===== src/rtl/cbra_pkg.sv =====
package cbra_pkg;

   localparam int KIND_W   = 2;
   localparam int SPACE_W  = 18;
   localparam int STATUS_W = 2;
   localparam int BUF_W    = 5;
   localparam int CNT_W    = 9;
   localparam int ADDR_W   = 3;
   localparam int DATA_W   = 32;

   localparam int QUEUE_DEPTH = 2;
   localparam int QPTR_W      = $clog2(QUEUE_DEPTH);
   localparam int QCNT_W      = $clog2(QUEUE_DEPTH + 1);

   localparam logic [SPACE_W-1:0] BYTE_LIMIT_RESET  = SPACE_W'(8192 * 16 + 128);
   localparam logic [CNT_W-1:0]   INSTR_LIMIT_RESET = CNT_W'(256);

   // register select is paddr[2]
   localparam logic REG_BYTE_LIMIT  = 1'b0;
   localparam logic REG_INSTR_LIMIT = 1'b1;

   typedef enum logic [KIND_W-1:0] {
      KIND_ALLOC = 2'd0,
      KIND_FLUSH = 2'd1,
      KIND_START = 2'd2,
      KIND_GET   = 2'd3
   } kind_type;

   typedef enum logic [2:0] {
      OP_ALLOC   = 3'd0,
      OP_FLUSH   = 3'd1,
      OP_START   = 3'd2,
      OP_GET     = 3'd3,
      OP_TOO_BIG = 3'd4
   } op_type;

   typedef enum logic [STATUS_W-1:0] {
      STATUS_OK        = 2'd0,
      STATUS_BUSY      = 2'd1,
      STATUS_TOO_LARGE = 2'd2,
      STATUS_DRAINED   = 2'd3
   } status_type;

   typedef struct packed {
      op_type               op;
      logic [SPACE_W-1:0]   space;
   } item_type;

   typedef struct packed {
      logic     push;
      item_type item;
   } push_type;

   typedef struct packed {
      logic     empty;
      item_type item;
   } q_out_type;

endpackage


===== src/rtl/cbra_front.sv =====
module cbra_front import cbra_pkg::*; (
   input  logic                req_valid,
   output logic                req_ready,
   input  logic [KIND_W-1:0]   req_kind,
   input  logic [SPACE_W-1:0]  req_space,
   input  logic [SPACE_W-1:0]  byte_limit,
   input  logic                q_full,
   output push_type            push_o
);

   op_type op;

   // classify; an oversized allocate is settled here and needs no buffer state
   always_comb begin
      case (kind_type'(req_kind))
         KIND_ALLOC: begin
            op = (req_space > byte_limit) ? OP_TOO_BIG : OP_ALLOC;
         end
         KIND_FLUSH: begin
            op = OP_FLUSH;
         end
         KIND_START: begin
            op = OP_START;
         end
         KIND_GET: begin
            op = OP_GET;
         end
         default: begin
            op = OP_GET;
         end
      endcase
   end

   assign req_ready         = !q_full;
   assign push_o.push       = req_valid && !q_full;
   assign push_o.item.op    = op;
   assign push_o.item.space = req_space;

endmodule


===== config.mk =====
export PLATFORM = sky130hd
export DESIGN_NAME = cbra_front
export DESIGN_NICKNAME = d
export VERILOG_FILES = /design/src/rtl/cbra_pkg.sv /design/src/rtl/cbra_front.sv
export SDC_FILE = /design/constraint.sdc
export NUM_CORES = 1
export LEC_CHECK = 0
export ABC_AREA = 1
export ABC_CLOCK_PERIOD_IN_PS = 1700
export BUFFER_PORTS_ARGS = -buffer_cell sky130_fd_sc_hd__buf_4
export CAP_MARGIN = 20
export CORE_MARGIN = 3
export CORE_UTILIZATION = 39
export DETAILED_ROUTE_END_ITERATION = 7
export PLACE_DENSITY = 0.91
export SLEW_MARGIN = 10
export SYNTH_ARGS = -nofsm -noshare
export SYNTH_HDL_FRONTEND = slang
export SYNTH_SLANG_ARGS = --single-unit

===== constraint.sdc =====
create_clock -name vclk -period 1.7
set_input_delay 0.255 -clock vclk [all_inputs]
set_output_delay 0.255 -clock vclk [all_outputs]
set_load 0.01 [all_outputs]

# Word level (Yosys, flattened, before mapping)
# Cells that the tools add are included.
[word_totals]
output_inout_bits = 23
register_bits = 0
elab_cells = 9
inputBits = 40
[op_classes]
n_reduce_logical = 3
n_eq_ne = 3
muxes = 2
n_lt_le_gt_ge = 1
[op_table]
columns = ["op", "count"]
rows = [
  ["greater-than comparator 18 bit", 1],
  ["case mux 3 bit (4 select lines)", 1],
  ["equality test 2 bit (second input constant)", 2],
  ["2-to-1 mux 3 bit", 1],
  ["equality test 2 x 1 -> 1 bit (second input constant)", 1],
  ["zero test 2 bit", 1],
  ["logical AND 1 bit", 1],
  ["zero test 1 bit", 1],
]

# Longest topological paths before layout
[logic_depth]
ltp_word = 3
ltp_mapped = 10
ltp_nobuf = 10

# Worst setup path before layout
# Ideal clock, no wire load.
[synth_path]
kind = "input port to output port"
start = "input port byte_limit[17]"
end = "output port push_o[20] (netlist bit)"
arrival_time_ps = 1185
path_slack_ps = 260
path_stages = 10
n_path_buf = 0
cell_sequence = "inv_1 -> ha_1 -> nand2_2 -> nor2_4 -> nand2_2 -> nor2_2 -> nand2_1 -> nand2_1 -> nor2_1 -> nor2_2"
[synth_lines]
columns = ["item", "line_no", "rtl"]
rows = [
  ["start, declared", "cbra_front.sv:6", "input logic [SPACE_W-1:0] byte_limit,"],
  ["end, declared", "cbra_front.sv:8", "output push_type push_o"],
]

==> metrics <==
Post-Synth XOR/XNOR Area 0%; most common cell after layout, fill and taps aside buf_4; DRT Pass-1 Iters 4; WL/cell 15.53 um; initial DRC count 5; final hold viol count 0; main combinational cell family by area after synthesis buffers and inverters; switching power 167.6 uW; Final min period 1.753 ns; Worst Setup Start Kind input port; Total Wirelength 2.672 mm; GRT overflow 0; RSZ-0062 raised after global routing yes; Crit Path Max Fanout 2; max-cap viol count 0; slew at the pin with the worst max-slew slack 0.2014 ns; Worst Path Required 1.44 ns; Post-CTS Repair Setup Buffers 0; Compound-Gate Fraction of Synth Area 5.861%; sw frac 45.55%; HPWL Detailed 1.651 mm; Die X 47.86 um; crit path capture type primary output; top sig layer met4; metal3 WL 185 um; Starting Density 43.33%; IO Count 63; Total Routing Usage GR 14.73%; status finished with violations; Pins Over Slew Limit 0; vias per cell 5.029; critical path arrival 1.50 ns; Mapped Cells 113; syn_nets 171; crit path from byte_limit[6]; P_int 200.4 uW; Nets 216; area growth from synthesis to layout 95.42%; Critical Path End push_o[20]; Final ANT Viol Nets 0; relative slew slack 86.57%; power share of the combinational group 100.0%; violated checks negative setup slack; worst setup margin -0.05251 ns; largest net degree at the start of global routing 4; Simple-Gate Fraction of Synth Area 24.91%; die area 2290 sq um; clock buffer count 0; Final Total Pwr 368.0 uW; Hold Buf Count CTS 0; mux contribution to synthesized area 0%; crit path kind input port to primary output; Port-buffer cells 63; via count 865; leakage power 0.0007073 uW; seq_cells 0; initial antenna violation count 0; most frequent cells in the layout buf_4, inv_1, nand2_1, ha_4, inv_2; sequential element share of the synthesized area 0%; Peak VDD IR 0.1694 mV; Min Hold Slack 0.6913 ns; Ant. Diodes 0; clock share of power 0%; first-pass GRT wire length 2.573 mm; pwr dens 275.6 nW/um^2; Core Util, Final 84.68%; post-synthesis adder-cell area fraction 32.97%; met2 WL 1.473 mm; Netlist cell types 13; Seq pwr share 0%; final setup vio count 1; Residual DRC 0; vias in the first global route 738; Avg Inst Size Synth 6.046 sq um; wl on met1 956 um; num rows 14; GP Congestion 0.5912; share of cells above drive strength 1 69.23%; CORE AREA 1577 sq um; DIE HEIGHT 47.86 um; worst min path class input port to primary output; Final Cycle Share 103.1%; Peak Freq 0.5706 GHz; Post-Syn Area 683.2 sq um; register area 0 sq um; filler instances 79; dpl ws -0.006322 ns; synth warn 0
## power by group through the flow
| stage | Clock (uW) | Combinational (uW) | Sequential (uW) |
|---|---|---|---|
| 2_1_floorplan | 0 | 137 | 0 |
| 4_1_cts | 0 | 249 | 0 |
| 5_1_grt | 0 | 404 | 0 |
| 6_report | 0 | 368 | 0 |
| 3_3_place_gp | 0 | 235 | 0 |
| 3_5_place_dp | 0 | 246 | 0 |
## synthesized netlist by cell type
library cell | n | area, sq um
a21o_1 | 1 | 7.510
a21oi_1 | 5 | 25.02
buf_4 | 18 | 135.1
clkbuf_1 | 2 | 7.510
ha_1 | 18 | 225.2
inv_1 | 28 | 105.1
nand2_1 | 24 | 90.09
nand2_2 | 2 | 12.51
nand3_1 | 2 | 10.01
nor2_1 | 9 | 33.78
nor2_2 | 2 | 12.51
nor2_4 | 1 | 11.26
o21bai_1 | 1 | 7.510
## routing by layer
| layer | GRT usage, % | up-vias |
|---|---|---|
| met5 | 0 | - |
| li1 | - | 406 |
| met4 | 0 | 0 |
| met1 | 13.91 | 407 |
| met3 | 0 | 6 |
| met2 | 34.83 | 46 |
## critical path, cell delays in order
cell,delay (ns)
buf_4,0.09
inv_2,0.05
ha_4,0.27
nand2_2,0.06
nor2_4,0.13
nand2_2,0.08
nor2_2,0.15
nand2_1,0.07
nand2_1,0.06
nor2_1,0.05
nor2_2,0.11
buf_4,0.13
## metrics by stage
stage,setup TNS [ns],instance area [sq um],instances
global route,-0.09735,1335,172
detailed placement,-0.006322,1033,172
floorplan,0,683.2,113
CTS,0,1036,172
finish,-0.05251,1335,172
global placement,0,1033,172
## cell type report
| class | count | area (sq um) | area share (%) |
|---|---|---|---|
| repair buffers | 63 | 506.7 | 37.96 |
| inverters | 28 | 110.1 | 8.247 |
| well taps | 16 | 20.02 | 1.500 |
| multi-input cells | 65 | 698.2 | 52.30 |
## worst min path at each step
stage | startpoint | end | depth (start not counted)
floorplan | q_full | req_ready | 1
global placement | req_kind[0] | push_o[18] | 2
detailed placement | req_kind[1] | push_o[19] | 2
CTS | req_kind[1] | push_o[19] | 2
global route | req_space[17] | push_o[17] | 2
finish | req_space[17] | push_o[17] | 2
## kinds of logic (layout without fill, tap and decap cells)
logic type,Yosys count,after routing
compound gates,7,7
simple gates,40,40
fa+ha+maj,18,18
buf+inv,48,91
## timing repair
| item | in CTS | in global routing |
|---|---|---|
| pin swaps | 1 | 26 |
| endpoints found under the setup margin | 1 | 1 |
| gates resized for setup | 1 | 56 |
(Power assumes the default switching activity.)
