`src/rtl/cbra_pkg.sv`:
```
package cbra_pkg;

   localparam int KIND_W   = 2;
   localparam int SPACE_W  = 18;
   localparam int STATUS_W = 2;
   localparam int BUF_W    = 5;
   localparam int CNT_W    = 9;
   localparam int ADDR_W   = 3;
   localparam int DATA_W   = 32;

   localparam int QUEUE_DEPTH = 2;
   localparam int QPTR_W      = $clog2(QUEUE_DEPTH);
   localparam int QCNT_W      = $clog2(QUEUE_DEPTH + 1);

   localparam logic [SPACE_W-1:0] BYTE_LIMIT_RESET  = SPACE_W'(8192 * 16 + 128);
   localparam logic [CNT_W-1:0]   INSTR_LIMIT_RESET = CNT_W'(256);

   // register select is paddr[2]
   localparam logic REG_BYTE_LIMIT  = 1'b0;
   localparam logic REG_INSTR_LIMIT = 1'b1;

   typedef enum logic [KIND_W-1:0] {
      KIND_ALLOC = 2'd0,
      KIND_FLUSH = 2'd1,
      KIND_START = 2'd2,
      KIND_GET   = 2'd3
   } kind_type;

   typedef enum logic [2:0] {
      OP_ALLOC   = 3'd0,
      OP_FLUSH   = 3'd1,
      OP_START   = 3'd2,
      OP_GET     = 3'd3,
      OP_TOO_BIG = 3'd4
   } op_type;

   typedef enum logic [STATUS_W-1:0] {
      STATUS_OK        = 2'd0,
      STATUS_BUSY      = 2'd1,
      STATUS_TOO_LARGE = 2'd2,
      STATUS_DRAINED   = 2'd3
   } status_type;

   typedef struct packed {
      op_type               op;
      logic [SPACE_W-1:0]   space;
   } item_type;

   typedef struct packed {
      logic     push;
      item_type item;
   } push_type;

   typedef struct packed {
      logic     empty;
      item_type item;
   } q_out_type;

endpackage

```
`src/rtl/cbra_queue.sv`:
```
module cbra_queue import cbra_pkg::*; (
   input  logic      clock,
   input  logic      reset,
   input  push_type  push_i,
   output logic      q_full,
   input  logic      q_pop,
   output q_out_type q_o
);

   item_type           entry_ff [QUEUE_DEPTH];
   logic [QPTR_W-1:0]  wr_ptr_ff, wr_ptr_in;
   logic [QPTR_W-1:0]  rd_ptr_ff, rd_ptr_in;
   logic [QCNT_W-1:0]  cnt_ff, cnt_in;
   logic               do_pop;

   localparam logic [QPTR_W-1:0] LAST_PTR = QPTR_W'(QUEUE_DEPTH - 1);

   assign q_full   = (cnt_ff == QCNT_W'(QUEUE_DEPTH));
   assign q_o.empty = (cnt_ff == '0);
   assign q_o.item  = entry_ff[rd_ptr_ff];
   assign do_pop    = q_pop && !q_o.empty;

   always_comb begin
      wr_ptr_in = wr_ptr_ff;
      rd_ptr_in = rd_ptr_ff;
      cnt_in    = cnt_ff;
      if (push_i.push) begin
         wr_ptr_in = (wr_ptr_ff == LAST_PTR) ? '0 : wr_ptr_ff + 1'b1;
      end
      if (do_pop) begin
         rd_ptr_in = (rd_ptr_ff == LAST_PTR) ? '0 : rd_ptr_ff + 1'b1;
      end
      if (push_i.push && !do_pop) begin
         cnt_in = cnt_ff + 1'b1;
      end else if (do_pop && !push_i.push) begin
         cnt_in = cnt_ff - 1'b1;
      end
   end

   always_ff @(posedge clock) begin
      if (reset) begin
         wr_ptr_ff <= '0;
         rd_ptr_ff <= '0;
         cnt_ff    <= '0;
      end else begin
         wr_ptr_ff <= wr_ptr_in;
         rd_ptr_ff <= rd_ptr_in;
         cnt_ff    <= cnt_in;
      end
   end

   always_ff @(posedge clock) begin
      if (push_i.push) begin
         entry_ff[wr_ptr_ff] <= push_i.item;
      end
   end

   assert property (@(posedge clock) disable iff (reset)
      cnt_ff <= QCNT_W'(QUEUE_DEPTH))
      else $error("queue count above depth");

   assert property (@(posedge clock) disable iff (reset)
      (push_i.push && !do_pop) |=> !q_o.empty)
      else $error("queue empty after a push");

   assert property (@(posedge clock) disable iff (reset)
      (cnt_ff == '0) |-> (wr_ptr_ff == rd_ptr_ff))
      else $error("queue pointers differ while empty");

endmodule

```
`config.mk`:
```
export PLATFORM = sky130hd
export DESIGN_NAME = cbra_queue
export DESIGN_NICKNAME = d
export VERILOG_FILES = /design/src/rtl/cbra_pkg.sv /design/src/rtl/cbra_queue.sv
export SDC_FILE = /design/constraint.sdc
export NUM_CORES = 1
export LEC_CHECK = 0
export BUFFER_PORTS_ARGS = -buffer_cell sky130_fd_sc_hd__clkbuf_2
export CORE_UTILIZATION = 50
export CTS_CLUSTER_SIZE = 30
export DETAILED_ROUTE_END_ITERATION = 16
export PLACE_DENSITY_LB_ADDON = 0.15
export SYNTH_ARGS = -nofsm -noshare
export SYNTH_HDL_FRONTEND = slang
export SYNTH_SLANG_ARGS = --single-unit
```
`constraint.sdc`:
```
create_clock -name clock -period 1.92 [get_ports clock]
set_input_delay 0.096 -clock clock [delete_from_list [all_inputs] [get_ports clock]]
set_output_delay 0.096 -clock clock [all_outputs]
set_load 0.02 [all_outputs]
```
**Yosys cells after proc, flatten, opt, wreduce, memory -nomap -nowiden**

Memories as Yosys holds them, arrays and structs flattened. A register that Yosys moved wholly into a read port is not among the register bits.
Index checks and enable logic that the tools add are counted.
W data, S select, Z words.

- Word-level logic and storage cells: 25
- Bits of input ports: 25
- Memories: 1
- Output and inout bits: 23
- Memory bits (writable): 42
- Register bits: 4

- Eq/ne operators: 1
- Reduce and logical (&&, ||, !) cells: 8
- Add/subtract/negate cells: 4
- Muxes and demuxes: 8

Memories:

| name | depth | bits a word | read ports | clocked after memory_dff | wr ports | RTL line | RTL |
|---|---|---|---|---|---|---|---|
| entry_ff | 2 | 21 | 1 | 1 | 1 | cbra_queue.sv:10 | `item_type entry_ff [QUEUE_DEPTH];` |

Operators by type and width:

| cell | count |
|---|---|
| $mux W1 | 6 |
| $mux W2 | 2 |
| $logic_and A1 B1 Y1 | 3 |
| $logic_not A1 Y1 | 3 |
| $add A1 B1 Y1 const B | 2 |
| $add A2 B1 Y2 const B | 1 |
| $eq A2 B2 Y1 const B | 1 |
| $logic_not A2 Y1 | 1 |
| $reduce_bool A2 Y1 | 1 |
| $sub A2 B1 Y2 const B | 1 |

**Logic depth before layout (Yosys ltp)**

- Word-level depth: 6
- Gate-level depth with buffers: 5
- Mapped depth without buffers: 5

**Worst setup path after synthesis**

Ideal clock, no wire load.

- Path kind: flip-flop to flip-flop
- Start: register wr_ptr_ff
- End: memory entry_ff[0][0] (netlist name) (enable)
- Slack: 235 ps
- Data arrival time: 1284 ps
- Cell stages (with the launch flop): 2
- Period minus slack after synthesis: 1685 ps
- Library setup time: 401 ps
- Required time: 1519 ps
- Path buffers: 0
- Cells stage by stage: dfxtp_1 > nor2b_1

RTL lines:

| item | RTL line | RTL |
|---|---|---|
| start, declared | cbra_queue.sv:11 | `logic [QPTR_W-1:0] wr_ptr_ff, wr_ptr_in;` |
| start signal, assigned | cbra_queue.sv:46 | `wr_ptr_ff <= wr_ptr_in;` |
| end, declared | cbra_queue.sv:10 |  |

Straight into the memory's write port.

==> results.yml <==
grt:
  grtUsageTotal_pct: 16.55
  overflow: 0
  grt_pass1_wl_um: 4105
  grt_max_degree: 15
  grt_pass1_vias: 1022
  antenna_found_initial: 0
route:
  dr.pass1.iters: 5
  drt-total-wl_um: 2680
  vias: 1004
  wire_per_inst_um: 12.64
  drc: 0
  ant_nets: 0
  drt-vias-per-instance: 4.736
  drt_iter0_drc: 19
final_layout:
  nFillCells: 220
  drive_gt1_share_pct: 49.40
  finalNonFillerCells: 212
  diodes: 0
  syn_to_final_growth_pct: 36.37
  register_area_mm2: 0.001361
  multi_input_area_um2: 347.8
  fin_nets: 193
  post-route-util_pct: 74.25
  fin_area_mm2: 0.002341
worst_setup_path:
  worstSetupEndpointType: "primary output"
  start_kind: "register"
  crit_type: "register to primary output"
  critPathArrivalTime_ns: 1.62
  critPathMaxFanout: 8
  cp.required_ns: 1.82
place:
  place_congestion: 0.6407
  placed_cells: 182
  dpl_cell_area_mm2: 0.002044
  post-dp-hpwl_um: 1864
  io_buffers: 47
power_and_ir_drop:
  switching_share_pct: 29.43
  p_switching_uw: 772.5
  pwr-share-clk_pct: 21.1
  ir_drop_mv: 0.8336
  internal_power_mw: 1.852
  seqPwrFrac_pct: 48.8
  power_frac_comb_pct: 30.1
  leakage_nw: 0.9232
  powerDensity_mw_per_mm2: 1121
floorplanning:
  core_mm2: 0.003153
  initial_utilization_pct: 54.44
  die_height_um: 60.60
  dieArea_mm2: 0.003672
  ios: 48
  die_w_um: 60.60
  fp-row-count: 20
synth:
  synthSimpleGateAreaFrac_pct: 2.697
  ys_seq_area_share_pct: 79.30
  ys_ff_latch: 47
  syn_area_mm2: 0.001717
  syn-num-nets: 113
  ys.warnings.count: 0
  synth_top_family_by_area: "multiplexers"
  synth_fa_ha_area_share_pct: 0.7289
  synth-compound-area-share_pct: 0.8746
  synthMuxAreaShare_pct: 13.78
  synth_xor_area_share_pct: 2.041
  synthCells: 87
  yosysUniqueCellTypes: 14
  syn_avg_cell_area_um2: 19.73
job:
  drv_cap: 0
sta:
  fin_crit_ns: 1.718
  setup_viol: 0
  worst_pin_slew_ns: 0.4019
  fin_hold_ws_ns: 0.09064
  finalCritPeriodShare_pct: 89.48
  report.final.slew_viol_count: 0
  max_slew_margin_pct: 73.20
  rsz0062_at_grt: "false"
  setup_tns_ns: 0
  max_freq_mhz: 582.1
  hold_violations: 0
  fin_worst_skew_ns: 0.01360
clocking:
  clk_pin_slew_ns: 0.12
  clk_path_buf_depth: 2
  ctsRootBufferMaster: "clkbuf_4"
  clkSinkCount: 47
  numCtsBuffers: 5
  clk-insertion-delay-late_ns: 0.35
  ctsHtreeMaxLevel: 2
  tritoncts: "built"
worst_hold_path:
  hold_class: "primary input to register"
status:
  status: "complete, no violations"
cells in the final DEF (no fill, tap or decap):
master         synthesis  layout
a21oi_1                1       1
and2_1                 1       1
and2b_2                1       1
buf_4                  0       6
bufinv_16              0       1
clkbuf_2               0      47
clkbuf_4               0       5
clkinv_1               0       1
clkinv_2               0       1
dfxtp_1                5       5
dlygate4sd3_1          0      22
edfxtp_1              42      42
ha_1                   1       1
mux2_2                21      21
nor2_1                 5       5
nor2b_2                0       1
o21ai_0                2       2
or3_1                  1       1
xnor2_1                1       1
xor2_1                 3       3
through the flow:
step	total power, mW	setup slack (ns)
floorplan	1.823	0.2345
detailed placement	2.068	0.4271
finish	2.625	0.2020
global placement	2.048	0.4907
CTS	2.649	0.1661
global route	2.755	0.07273
per-layer routing:
metal	vias up	GRT usage, %	part of all wire [%]
met5	-	0	0
met4	0	9.740	1.9
met3	7	5.330	5.3
met2	31	29.51	52
met1	474	16.93	40
li1	492	-	-
cell families (layout without fill, tap and decap cells):
kind of cell,count (synthesis),in the layout
multiplexers,21,21
AND/OR/NAND/NOR,9,9
AO/OA/AOI/OAI,3,3
adder cells (fa/ha/maj),1,1
XOR/XNOR,4,4
buffers and inverters,2,83
flip-flops,47,47
sequential cells by signal (all words and copies together) (netlist names), named ones only:
signal	cells
cnt_ff	2
entry_ff	42
rd_ptr_ff	1
wr_ptr_ff	1
what timing repair did:
| action | in CTS | in global routing |
|---|---|---|
| setup endpoints to repair | 0 | 0 |
| gates resized for setup | 0 | 0 |
| hold buffers | 22 | 0 |
| hold endpoints to repair | 47 | 0 |
| setup buffers | 0 | 0 |
final cells by class:
| type | instances | area share [%] |
|---|---|---|
| Clock buffer | 5 | 1.603 |
| Timing Repair Buffer | 75 | 21.38 |
| Clock inverter | 3 | 1.657 |
| Tap cell | 44 | 2.352 |
| Multi-Input combinational cell | 38 | 14.86 |
| Sequential cell | 47 | 58.15 |
path summary, 6_finish.rpt:
check / slack, ns / endpoint / depth (start not counted) / start
setup / recovery: 0.20 / q_o[9] / 3 / register
hold reg to reg: 0.53 / rd_ptr_ff$_SDFFE_PP0P_ / 2 / rd_ptr_ff$_SDFFE_PP0P_
hold / removal: 0.09 / wr_ptr_ff$_SDFFE_PP0P_ / 3 / push_i[21]
setup reg to reg: 0.40 / cnt_ff[1]$_SDFFE_PP0P_ / 4 / cnt_ff[0]$_SDFFE_PP0P_
worst max-delay path: stages, from the launching register on:
cell	delay [ns]
dfxtp_1	0.54
buf_4	0.24
mux2_2	0.34
clkbuf_2	0.16
cell usage after synthesis, drive strengths merged:
master,count,area share [%]
buf,2,0.58
and2,1,0.36
a21oi,1,0.29
edfxtp,42,73
and2b,1,0.51
nor2,5,1.1
o21ai,2,0.58
dfxtp,5,5.8
nor2b,1,0.36
xor2,3,1.5
ha,1,0.73
xnor2,1,0.51
or3,1,0.36
mux2,21,14
power groups by stage:
stage / Combinational [mW] / Sequential [mW] / Clock [mW]
finish: 0.790 / 1.28 / 0.553
global route: 0.850 / 1.30 / 0.607
CTS: 0.800 / 1.28 / 0.566
detailed placement: 0.762 / 1.31 / 0
global placement: 0.750 / 1.30 / 0
floorplan: 0.547 / 1.28 / 0
Power figures use the tool's default switching activity.
